File: src/sv/lkv_pkg.sv
// Shared types and constants of the LRU key/value cache.
package lkv_pkg;

  localparam int unsigned MaxEntriesDef = 16;
  localparam int unsigned KeyBitsDef    = 64;
  localparam int unsigned KeyFieldW     = 64;
  localparam int unsigned ValW          = 32;
  localparam int unsigned CapW          = 5;
  localparam int unsigned OccW          = 5;
  localparam logic [CapW-1:0] CapReset  = 5'd16;

  localparam logic CmdInsert = 1'b0;
  localparam logic CmdLookup = 1'b1;

  typedef enum logic [1:0] {
    StIdle,
    StSearch,
    StApply,
    StReply
  } lkv_state_e;

  typedef struct packed {
    logic load;
    logic search;
    logic apply;
    logic reply;
  } lkv_cmd_t;

endpackage

File: src/sv/lkv_ram.sv
// Generic single-port RAM with registered read.
module lkv_ram #(
  parameter int unsigned Width = 32,
  parameter int unsigned Depth = 16,
  localparam int unsigned AddrW = (Depth > 1) ? $clog2(Depth) : 1
) (
  input  logic             clk_i,
  input  logic             we_i,
  input  logic             re_i,
  input  logic [AddrW-1:0] addr_i,
  input  logic [Width-1:0] wdata_i,
  output logic [Width-1:0] rdata_o
);

  logic [Width-1:0] mem_q [Depth];
  logic [Width-1:0] rdata_q;

  always_ff @(posedge clk_i) begin
    if (we_i) begin
      mem_q[addr_i] <= wdata_i;
    end
    if (re_i) begin
      rdata_q <= mem_q[addr_i];
    end
  end

  assign rdata_o = rdata_q;

endmodule

File: src/sv/lkv_ctrl.sv
// Sequencing state machine of the LRU key/value cache.
module lkv_ctrl (
  input  logic              clk_i,
  input  logic              rst_ni,
  input  logic              start,
  output logic              busy,
  output lkv_pkg::lkv_cmd_t cmd_o
);

  import lkv_pkg::*;

  lkv_state_e state_q, state_d;

  always_ff @(posedge clk_i or negedge rst_ni) begin
    if (!rst_ni) begin
      state_q <= StIdle;
    end else begin
      state_q <= state_d;
    end
  end

  always_comb begin
    state_d = state_q;
    cmd_o   = '0;
    busy    = 1'b1;
    unique case (state_q)
      StIdle: begin
        busy = 1'b0;
        if (start) begin
          cmd_o.load = 1'b1;
          state_d    = StSearch;
        end
      end
      StSearch: begin
        cmd_o.search = 1'b1;
        state_d      = StApply;
      end
      StApply: begin
        cmd_o.apply = 1'b1;
        state_d     = StReply;
      end
      StReply: begin
        cmd_o.reply = 1'b1;
        state_d     = StIdle;
      end
      default: begin
        state_d = StIdle;
      end
    endcase
  end

endmodule

File: src/sv/lkv_datapath.sv
// Entry store, key match, recency ranks and eviction of the LRU key/value cache.
module lkv_datapath #(
  parameter int unsigned MaxEntries = lkv_pkg::MaxEntriesDef,
  parameter int unsigned KeyBits    = lkv_pkg::KeyBitsDef
) (
  input  logic                              clk_i,
  input  logic                              rst_ni,
  input  lkv_pkg::lkv_cmd_t                 cmd_i,
  input  logic                              command_i,
  input  logic [lkv_pkg::KeyFieldW-1:0]     key_i,
  input  logic signed [lkv_pkg::ValW-1:0]   write_value_i,
  input  logic                              cfg_we_i,
  input  logic [lkv_pkg::CapW-1:0]          cfg_capacity_i,
  output logic                              found_o,
  output logic signed [lkv_pkg::ValW-1:0]   read_value_o,
  output logic                              evicted_o,
  output logic [lkv_pkg::KeyFieldW-1:0]     most_recent_key_o,
  output logic [lkv_pkg::OccW-1:0]          occupancy_o
);

  import lkv_pkg::*;

  localparam int unsigned IdxW = (MaxEntries > 1) ? $clog2(MaxEntries) : 1;
  localparam int unsigned CntW = $clog2(MaxEntries + 1);
  localparam logic [7:0]  Max8 = 8'(MaxEntries);

  logic                  req_cmd_q;
  logic [KeyBits-1:0]    req_key_q;
  logic [ValW-1:0]       req_wval_q;
  logic [CapW-1:0]       cap_q;
  logic [MaxEntries-1:0] valid_q;
  logic [IdxW-1:0]       rank_q [MaxEntries];
  logic [KeyBits-1:0]    keys_q [MaxEntries];
  logic [CntW-1:0]       count_q;
  logic [KeyBits-1:0]    mrk_q;
  logic                  hit_q;
  logic [IdxW-1:0]       hit_idx_q;
  logic [IdxW-1:0]       hit_rank_q;
  logic                  evicted_q;

  logic [MaxEntries-1:0] match_c;
  logic                  hit_c;
  logic [IdxW-1:0]       hit_idx_c;
  logic [IdxW-1:0]       hit_rank_c;
  logic [IdxW-1:0]       free_idx_c;
  logic [CntW-1:0]       cap_used_c;
  logic                  evict_c;

  logic                  ram_we;
  logic                  ram_re;
  logic [IdxW-1:0]       ram_addr;
  logic [ValW-1:0]       ram_rdata;

  always_comb begin
    if (cap_q == '0) begin
      cap_used_c = CntW'(1);
    end else if (8'(cap_q) > Max8) begin
      cap_used_c = CntW'(MaxEntries);
    end else begin
      cap_used_c = CntW'(cap_q);
    end
  end

  always_comb begin
    hit_idx_c  = '0;
    hit_rank_c = '0;
    free_idx_c = '0;
    for (int i = 0; i < MaxEntries; i++) begin
      match_c[i] = valid_q[i] && (keys_q[i] == req_key_q);
      if (match_c[i]) begin
        hit_rank_c = hit_rank_c | rank_q[i];
      end
    end
    for (int i = MaxEntries - 1; i >= 0; i--) begin
      if (match_c[i]) begin
        hit_idx_c = IdxW'(i);
      end
      if (!valid_q[i]) begin
        free_idx_c = IdxW'(i);
      end
    end
    hit_c   = |match_c;
    evict_c = (req_cmd_q == CmdInsert) && !hit_c && (count_q >= cap_used_c);
  end

  always_ff @(posedge clk_i or negedge rst_ni) begin
    if (!rst_ni) begin
      cap_q     <= CapReset;
      valid_q   <= '0;
      count_q   <= '0;
      mrk_q     <= '0;
      hit_q     <= 1'b0;
      evicted_q <= 1'b0;
      for (int i = 0; i < MaxEntries; i++) begin
        rank_q[i] <= '0;
      end
    end else begin
      if (cfg_we_i) begin
        cap_q <= cfg_capacity_i;
      end
      if (cmd_i.search) begin
        hit_q     <= hit_c;
        evicted_q <= evict_c;
        if (evict_c) begin
          // ranks of valid entries are distinct, so cap_used-1 entries remain
          for (int i = 0; i < MaxEntries; i++) begin
            if (valid_q[i] && (CntW'(rank_q[i]) >= cap_used_c - CntW'(1))) begin
              valid_q[i] <= 1'b0;
              rank_q[i]  <= '0;
            end
          end
          count_q <= cap_used_c - CntW'(1);
        end
      end
      if (cmd_i.apply) begin
        if (hit_q) begin
          for (int i = 0; i < MaxEntries; i++) begin
            if (valid_q[i] && (rank_q[i] < hit_rank_q)) begin
              rank_q[i] <= rank_q[i] + IdxW'(1);
            end
          end
          rank_q[hit_idx_q] <= '0;
          mrk_q             <= req_key_q;
        end else if (req_cmd_q == CmdInsert) begin
          for (int i = 0; i < MaxEntries; i++) begin
            if (valid_q[i]) begin
              rank_q[i] <= rank_q[i] + IdxW'(1);
            end
          end
          valid_q[free_idx_c] <= 1'b1;
          rank_q[free_idx_c]  <= '0;
          count_q             <= count_q + CntW'(1);
          mrk_q               <= req_key_q;
        end
      end
    end
  end

  always_ff @(posedge clk_i) begin
    if (cmd_i.load) begin
      req_cmd_q  <= command_i;
      req_key_q  <= key_i[KeyBits-1:0];
      req_wval_q <= write_value_i;
    end
    if (cmd_i.search) begin
      hit_idx_q  <= hit_idx_c;
      hit_rank_q <= hit_rank_c;
    end
    if (cmd_i.apply && !hit_q && (req_cmd_q == CmdInsert)) begin
      keys_q[free_idx_c] <= req_key_q;
    end
  end

  assign ram_we   = cmd_i.apply && (req_cmd_q == CmdInsert);
  assign ram_re   = cmd_i.apply && (req_cmd_q == CmdLookup) && hit_q;
  assign ram_addr = hit_q ? hit_idx_q : free_idx_c;

  lkv_ram #(
    .Width(ValW),
    .Depth(MaxEntries)
  ) u_value_ram (
    .clk_i  (clk_i),
    .we_i   (ram_we),
    .re_i   (ram_re),
    .addr_i (ram_addr),
    .wdata_i(req_wval_q),
    .rdata_o(ram_rdata)
  );

  always_comb begin
    if (req_cmd_q == CmdInsert) begin
      read_value_o = req_wval_q;
    end else if (hit_q) begin
      read_value_o = ram_rdata;
    end else begin
      read_value_o = '0;
    end
  end

  assign found_o           = hit_q;
  assign evicted_o         = evicted_q;
  assign most_recent_key_o = KeyFieldW'(mrk_q);
  assign occupancy_o       = OccW'(count_q);

endmodule

File: src/sv/lru_key_value_cache.sv
// Top level of the fully associative key/value cache with LRU replacement.
//
// Requests: a transfer happens at a rising edge with start high and busy low;
// command_i selects insert/update or lookup, key_i and write_value_i carry
// the payload. busy stays high while a request is in progress.
// Results: done_o is high for exactly one cycle with found_o, read_value_o,
// evicted_o, most_recent_key_o and occupancy_o valid; the receiver takes the
// transfer in that cycle and has no way to hold it off.
// Timing: done_o rises in the reply state, after the search and apply states;
// a new request is taken in the cycle after done_o, so the block handles
// one request at a time, set by the single-request state machine and the
// registered read of the value RAM.
// Capacity: cfg_we_i writes cfg_capacity_i; it is used clamped to
// 1..MaxEntries; it must be written only while busy is low (not enforced).
// Reset: rst_ni clears all entries, the occupancy and the most recent key,
// and sets the capacity to 16; the cache takes requests at once.
module lru_key_value_cache #(
  parameter int unsigned MaxEntries = lkv_pkg::MaxEntriesDef,
  parameter int unsigned KeyBits    = lkv_pkg::KeyBitsDef
) (
  input  logic                            clk_i,
  input  logic                            rst_ni,
  input  logic                            start,
  output logic                            busy,
  input  logic                            command_i,
  input  logic [lkv_pkg::KeyFieldW-1:0]   key_i,
  input  logic signed [lkv_pkg::ValW-1:0] write_value_i,
  input  logic                            cfg_we_i,
  input  logic [lkv_pkg::CapW-1:0]        cfg_capacity_i,
  output logic                            done_o,
  output logic                            found_o,
  output logic signed [lkv_pkg::ValW-1:0] read_value_o,
  output logic                            evicted_o,
  output logic [lkv_pkg::KeyFieldW-1:0]   most_recent_key_o,
  output logic [lkv_pkg::OccW-1:0]        occupancy_o
);

  import lkv_pkg::*;

  lkv_cmd_t cmd;

  lkv_ctrl u_ctrl (
    .clk_i (clk_i),
    .rst_ni(rst_ni),
    .start (start),
    .busy  (busy),
    .cmd_o (cmd)
  );

  lkv_datapath #(
    .MaxEntries(MaxEntries),
    .KeyBits   (KeyBits)
  ) u_datapath (
    .clk_i            (clk_i),
    .rst_ni           (rst_ni),
    .cmd_i            (cmd),
    .command_i        (command_i),
    .key_i            (key_i),
    .write_value_i    (write_value_i),
    .cfg_we_i         (cfg_we_i),
    .cfg_capacity_i   (cfg_capacity_i),
    .found_o          (found_o),
    .read_value_o     (read_value_o),
    .evicted_o        (evicted_o),
    .most_recent_key_o(most_recent_key_o),
    .occupancy_o      (occupancy_o)
  );

  assign done_o = cmd.reply;

endmodule

File: config.mk
export PLATFORM = sky130hd
export DESIGN_NAME = lru_key_value_cache
export DESIGN_NICKNAME = d
export VERILOG_FILES = /design/src/sv/lkv_pkg.sv /design/src/sv/lkv_ram.sv /design/src/sv/lkv_ctrl.sv /design/src/sv/lkv_datapath.sv /design/src/sv/lru_key_value_cache.sv
export SDC_FILE = /design/constraint.sdc
export NUM_CORES = 2
export LEC_CHECK = 0
export BUFFER_PORTS_ARGS = -buffer_cell sky130_fd_sc_hd__buf_2
export CELL_PAD_IN_SITES_DETAIL_PLACEMENT = 0
export CELL_PAD_IN_SITES_GLOBAL_PLACEMENT = 1
export CORE_ASPECT_RATIO = 1.5
export CORE_MARGIN = 10
export CORE_UTILIZATION = 30
export DETAILED_ROUTE_END_ITERATION = 16
export PLACE_DENSITY = 0.54
export SLEW_MARGIN = 10
export SYNTH_ARGS = -nofsm -noshare
export SYNTH_HDL_FRONTEND = slang
export SYNTH_SLANG_ARGS = --single-unit
File: constraint.sdc
create_clock -name clk_i -period 7.3 [get_ports clk_i]
set_input_delay 0.73 -clock clk_i [delete_from_list [all_inputs] [get_ports clk_i]]
set_output_delay 0.73 -clock clk_i [all_outputs]
set_load 0.02 [all_outputs]
# ---- Yosys cells after proc, flatten, opt, wreduce, memory -nomap -nowiden
# Memory sizes are Yosys's and may differ from the RTL's. A register that Yosys moved wholly into a read port is not among the register bits.
# Cells that the tools add are included.
# Widths: inputs -> output; s select.
dict set report totals {
  mem_count 2
  register_bits 263
  ramBits 1536
}
dict set report classes {
  n_lt_le_gt_ge 40
  n_addsub 18
  n_eq_ne 21
  reduce_logical 67
  mux 231
  bitwise_logic 23
}
# name words word_bits read_ports rd_ports_with_merged_regs write_ports line
set memory_table {}
lappend memory_table {u_datapath.keys_q 16 64 16 0 1 lkv_datapath.sv:33} ;# logic [KeyBits-1:0] keys_q [MaxEntries];
lappend memory_table {u_datapath.u_value_ram.mem_q 16 32 1 1 1 lkv_ram.sv:15} ;# logic [Width-1:0] mem_q [Depth];
# cell n
set op_table {}
lappend op_table {{$eq 64x64->1} 16}
lappend op_table {{$mux 4} 171}
lappend op_table {{$mux 64} 7}
lappend op_table {{$and 64x64->64} 2}
lappend op_table {{$not 64->64} 2}
lappend op_table {{$ge 4x5->1} 16}
lappend op_table {{$mux 16} 5}
lappend op_table {{$add 4x1->4 const B} 16}
lappend op_table {{$lt 4x4->1} 16}
lappend op_table {{$mux 32} 2}
lappend op_table {{$or 4x4->4} 15}
lappend op_table {{$logic_and 1x1->1} 58}
lappend op_table {{$mux 5} 7}
lappend op_table {{$demux 4 s4} 2}
lappend op_table {{$mux 1} 28}
lappend op_table {{$or 16x16->16} 1}
lappend op_table {{$reduce_or 16->1} 1}
lappend op_table {{$mux 3} 4}
lappend op_table {{$ge 5x5->1 const B} 2}
lappend op_table {{$lt 5x1->1 const B} 2}
lappend op_table {{$not 4->5} 2}
lappend op_table {{$pmux 2 s4} 1}
lappend op_table {{$reduce_or 8->1} 1}
lappend op_table {{$mux 2} 3}
lappend op_table {{other kinds (17)} 20}

# ---- Depth between registers and ports, before layout
# An unclocked memory read counts as a cell.
dict set report logic_depth {
  ltp_word 34
  depth_mapped 15
}

# ---- Cells and area by module
# A second synthesis with hierarchy kept.
dict set report unflattened {
  hier_cells 5012
  area_unflattened_um2 78733.0
}
# mod area_each_um2 instances cells_each
set by_module_without_submodules {}
lappend by_module_without_submodules {lkv_datapath 58376.0 1 4157}
lappend by_module_without_submodules {lkv_ram 20183.1 1 840}
lappend by_module_without_submodules {lkv_ctrl 173.9 1 15}

# ---- Least setup slack after synthesis
# No wires, ideal clock.
dict set report synth_timing {
  path_kind {flip-flop to flip-flop}
  startpoint {register u_datapath.valid_q[3]}
  endpoint {memory u_datapath.keys_q[0][0] (netlist bit) (enable)}
  setup_ns 0.487
  arrival_ns 4.576
  required_time_ns 6.813
  path_stages_with_launch 8
  slack_ns 2.237
  path_cell_list {dfrtp_1 -> clkbuf_2 -> clkinv_1 -> o41ai_1 -> nand3_1 -> and2_1 -> clkbuf_1 -> nor2_1}
}
dict set report synth_via {
  elab_chain_len 4
}
# element line
set synth_rtl {}
lappend synth_rtl {{start, declared} lkv_datapath.sv:31} ;# logic [MaxEntries-1:0] valid_q;
lappend synth_rtl {{start signal, assigned} lkv_datapath.sv:89} ;# valid_q <= '0;
lappend synth_rtl {{start signal, assigned by index} lkv_datapath.sv:108} ;# valid_q[i] <= 1'b0;
lappend synth_rtl {{start signal, assigned by index} lkv_datapath.sv:130} ;# valid_q[free_idx_c] <= 1'b1;
lappend synth_rtl {{$mux 4 (4 in series)} lkv_datapath.sv:78} ;# if (!valid_q[i]) begin
lappend synth_rtl {{end, declared} lkv_datapath.sv:33}
# Every way passes these cells.

# ---- Final worst setup path
dict set report layout_timing {
  startpoint {register u_datapath.req_key_q[9]}
  endpoint {register u_datapath.count_q[2], in the netlist u_datapath.occupancy_o[2]}
}
dict set report layout_via {
  elab_chain_len 11
  elab_cells_between_ends 41
  cone_classes {eq/ne: 16; mux: 5; reduce/logical: 20}
}
# element line
set layout_rtl {}
lappend layout_rtl {{start, declared} lkv_datapath.sv:28} ;# logic [KeyBits-1:0] req_key_q;
lappend layout_rtl {{start signal, assigned} lkv_datapath.sv:142} ;# req_key_q <= key_i[KeyBits-1:0];
lappend layout_rtl {{$eq 64x64->1} lkv_datapath.sv:69} ;# match_c[i] = valid_q[i] && (keys_q[i] == req_key_q);
lappend layout_rtl {{$logic_and 1x1->1} lkv_datapath.sv:69}
lappend layout_rtl {{$reduce_or 16->1 *} lkv_datapath.sv:82} ;# hit_c = |match_c;
lappend layout_rtl {{$logic_not 1->1 *} lkv_datapath.sv:83} ;# evict_c = (req_cmd_q == CmdInsert) && !hit_c && (count_q >= cap_used_c);
lappend layout_rtl {{$logic_and 1x1->1 * (2 in series)} lkv_datapath.sv:83}
lappend layout_rtl {{$mux 5 *} lkv_datapath.sv:104} ;# if (evict_c) begin
lappend layout_rtl {{$mux 5 *} lkv_datapath.sv:101} ;# if (cmd_i.search) begin
lappend layout_rtl {{$mux 5} lkv_datapath.sv:124} ;# end else if (req_cmd_q == CmdInsert) begin
lappend layout_rtl {{$mux 5} lkv_datapath.sv:116} ;# if (hit_q) begin
lappend layout_rtl {{$mux 5 *} lkv_datapath.sv:115} ;# if (cmd_i.apply) begin
lappend layout_rtl {{end signal, assigned} lkv_datapath.sv:112} ;# count_q <= cap_used_c - CntW'(1);
lappend layout_rtl {{end signal, assigned} lkv_datapath.sv:132} ;# count_q <= count_q + CntW'(1);
lappend layout_rtl {{end, declared} lkv_datapath.sv:34} ;# logic [CntW-1:0] count_q;
# Every way passes the cells marked *; elsewhere a longest branch is shown, timed or not.
# A chain may end at the register's enable or synchronous reset.

==> run metrics <==
outcome=completed; antenna violations before repair=21; Hold Vio Cnt, Final=0; WP data required=8060 ps; Ys Warns=0; Finished Core Util=0.3509; Clock transition at path regs=60 ps; layout cell share with drive strength beyond 1=0.1367; f_max=0.1762 GHz; Total Wirelength=292.3 mm; Root Driver=clkbuf_16; htree depth=4; minimum clock period=5674 ps; clk buf depth=4; critical-path cell list=inv_2, a22o_1, nor4_1, nand4_1, nor4_2, nor4_2, nand4_2, or2_2, nor2_1, a221oi_1; Seq/Total Area, Yosys=0.6866; Register-to-Register Path Depth=10; initial drt markers=4794; # DRC=0; most frequent cells in the layout=edfxtp_1, nand2_1, xnor2_1; EDFF count, synth=1673; first-pass GRT wire length=403.3 mm; TritonCTS buffer count=196; worst vdd ir=0.3223 mV; Slew headroom=0.09923; Leak=31.31 nW; Slowest-stage cell, CP=edfxtp_1; grt total ovfl=0; Cell Area, Placed=85430 um2; Slew Limit Fails=0; hpwl dp=190.8 mm; CP Max Fanout=20; Setup Buffers After CTS=0; clk_lat worst skew=880 ps; mapped cell area=78930 um2; Vias=50080; CP arrival=6430 ps; Sink Count=1831; Crit path max-delay family=simple AND/OR/NAND/NOR gates; remaining antenna violation count after routing=0; All-Layer GR Usage=0.1990; most common cell after layout, fill and taps aside=edfxtp_1; most common flop cell mapped by yosys=edfxtp_1; Final period util=0.7772; Setup violations, final=0; DIE AREA=284400 um2; vias per cell=5.198; reg2reg start=u_datapath.req_key_q[9]; Yosys cell types=90; FILL cells=25390; Mapped Cells=5583; routed len/inst=30.33 um; CTS tree=built; HP Class=input pin to flop; Worst Hold Launch=key_i[30]; Syn Area/Cell=14.14 um2; CP Capture Type=flop; combinational power share=0.263; Layout Nets=6234; Largest stage delay, worst path=1220 ps; # port buffers=210; Core Region=261900 um2; Least-Margin Pin Slew=1351 ps; Worst Hold End=u_datapath.req_key_q[30]; sw frac=0.3475; max-cap viol count=0; Placer Congestion=0.9069; design area=91900 um2; crit path buf inv count=1; Switch Pwr=10.81 mW; Die Span X=438.8 um; register-to-register setup slack=1630 ps; Clk pwr share=0.312; pwr/cell area=338.4 nW/um2; Ports=211; die height=648.2 um; drt first pass iters=6; hold path cells=1; Sequential Power Share=0.425; largest net degree at the start of global routing=128; FF-to-FF End=u_datapath.occupancy_o[2]; vias in the first global route=50310; setup TNS=0 ps; clock skew=90.02 ps; internal power=20.29 mW; post-synthesis async set-or-reset flop share=0.08629; unrepaired setup endpoints after global routing=false; crit-path most repeated cell=nor4_2; Synth-to-Final Area Change=16.43%; Setup crit start kind=flop; WS Path Type=flop to flop; FF+latch count, synth=1831; Rows=230; Post-Syn Nets=5829; Initial Utilization=0.3014
==> power groups by stage <==
stage	clock network [mW]	registers (mW)	logic [mW]
after floorplan	0	13.4	4.59
after global placement	0	13.4	8.27
after detailed placement	0	13.5	8.30
after CTS	9.91	13.2	8.33
after global routing	10.3	13.3	8.85
final	9.69	13.2	8.18
==> synth_stat cells (8+ instances only) <==
library cell / n / area share
a2111oi_0: 16 / 0.0018
a21boi_0: 20 / 0.0019
a21o_1: 46 / 0.0044
a21oi_1: 87 / 0.0055
a221o_1: 8 / 0.0010
a221oi_1: 21 / 0.0023
a222oi_1: 9 / 0.0011
a22o_1: 75 / 0.0083
a22oi_1: 24 / 0.0023
a31oi_1: 49 / 0.0039
and2_1: 10 / 0.00079
and3_1: 13 / 0.0010
and3b_1: 14 / 0.0016
buf_2: 83 / 0.0053
buf_4: 56 / 0.0053
clkbuf_1: 115 / 0.0055
dfrtp_1: 157 / 0.050
edfxtp_1: 1673 / 0.64
ha_1: 140 / 0.022
inv_1: 134 / 0.0064
inv_2: 17 / 0.00081
mux4_2: 32 / 0.0091
nand2_1: 653 / 0.031
nand2b_1: 88 / 0.0070
nand3_1: 193 / 0.012
nand4_1: 181 / 0.014
nor2_1: 111 / 0.0053
nor2b_1: 30 / 0.0024
nor3_1: 45 / 0.0029
nor3b_1: 9 / 0.00086
nor4_1: 135 / 0.011
o2111ai_1: 23 / 0.0026
o211ai_1: 40 / 0.0038
o21a_1: 24 / 0.0023
o21ai_0: 173 / 0.011
o21ai_1: 13 / 0.00082
o221ai_1: 20 / 0.0022
o22ai_1: 85 / 0.0067
o2bb2ai_1: 42 / 0.0047
o31ai_1: 20 / 0.0019
xnor2_1: 454 / 0.050
xor2_1: 328 / 0.036
==> what timing repair did <==
action	in CTS	in global routing
hold buffers	39	0
gates resized for setup	0	0
endpoints found under the hold margin	68	0
==> stage by stage <==
step / power (mW) / cells / setup WS [ps] / hold slack, ps
3_5_place_dp: 21.75 / 9231 / 1789 / 461.9
6_report: 31.10 / 9635 / 1626 / 68.17
2_1_floorplan: 17.97 / 5583 / 2237 / 434.4
3_3_place_gp: 21.71 / 9231 / 1805 / 457.1
5_1_grt: 32.42 / 9625 / 1688 / 27.81
4_1_cts: 31.48 / 9617 / 1765 / 2.434
==> state kept, by name, indices dropped and copies added, names as in the netlist, 2 cells and up <==
register / cells
u_datapath.u_value_ram.rdata_o: 32
u_datapath.req_key_q: 64
u_datapath.cap_q: 5
u_datapath.occupancy_o: 5
u_datapath.rank_q: 64
u_datapath.most_recent_key_o: 64
u_datapath.hit_idx_q: 4
u_datapath.u_value_ram.mem_q: 512
u_datapath.valid_q: 16
u_datapath.hit_rank_q: 4
u_datapath.req_wval_q: 32
u_ctrl.state_q: 2
u_datapath.keys_q: 1024
==> kinds of logic after synthesis <==
group                    Yosys count  share of synthesized area
AO/OA/AOI/OAI                    851                    0.07525
XOR/XNOR                         782                    0.08678
adder cells (fa/ha/maj)          140                    0.02219
buffers and inverters            421                    0.02462
flip-flops                      1831                     0.6866
multiplexers                      39                    0.01013
AND/OR/NAND/NOR                 1519                    0.09439
==> routing by layer <==
layer | up-vias | track usage | wire length (um)
li1 | 21810 | - | -
met1 | 26020 | 0.2352 | 114600
met2 | 1727 | 0.3607 | 150400
met3 | 526 | 0.02514 | 13430
met4 | 0 | 0.08517 | 13870
met5 | - | 0 | 0
==> how the worst max path moves through the flow <==
stage	from	depth (start not counted)	end	slack [ps]
2_1_floorplan	u_datapath.valid_q[3]	7	u_datapath.keys_q[0][0]	2240
3_3_place_gp	u_datapath.req_key_q[9]	10	u_datapath.occupancy_o[2]	1810
3_5_place_dp	u_datapath.req_key_q[9]	10	u_datapath.occupancy_o[2]	1790
4_1_cts	u_datapath.req_key_q[9]	10	u_datapath.rank_q[44]	1760
5_1_grt	u_datapath.req_key_q[9]	10	u_datapath.occupancy_o[2]	1690
6_report	u_datapath.req_key_q[9]	10	u_datapath.occupancy_o[2]	1630
==> area by class of cell <==
type                       instances  area (um2)  share of cell area
multi-input combinational       3331       23200              0.2525
timing repair buffer             474        3487             0.03795
clock inverter                    88       754.5            0.008210
antenna                           18       45.04           0.0004901
sequential                      1831       54190              0.5897
inverter                         154       580.6            0.006317
tap                             3480        4354             0.04738
clock buffer                     259        5279             0.05744
(Power assumes the default switching activity.)
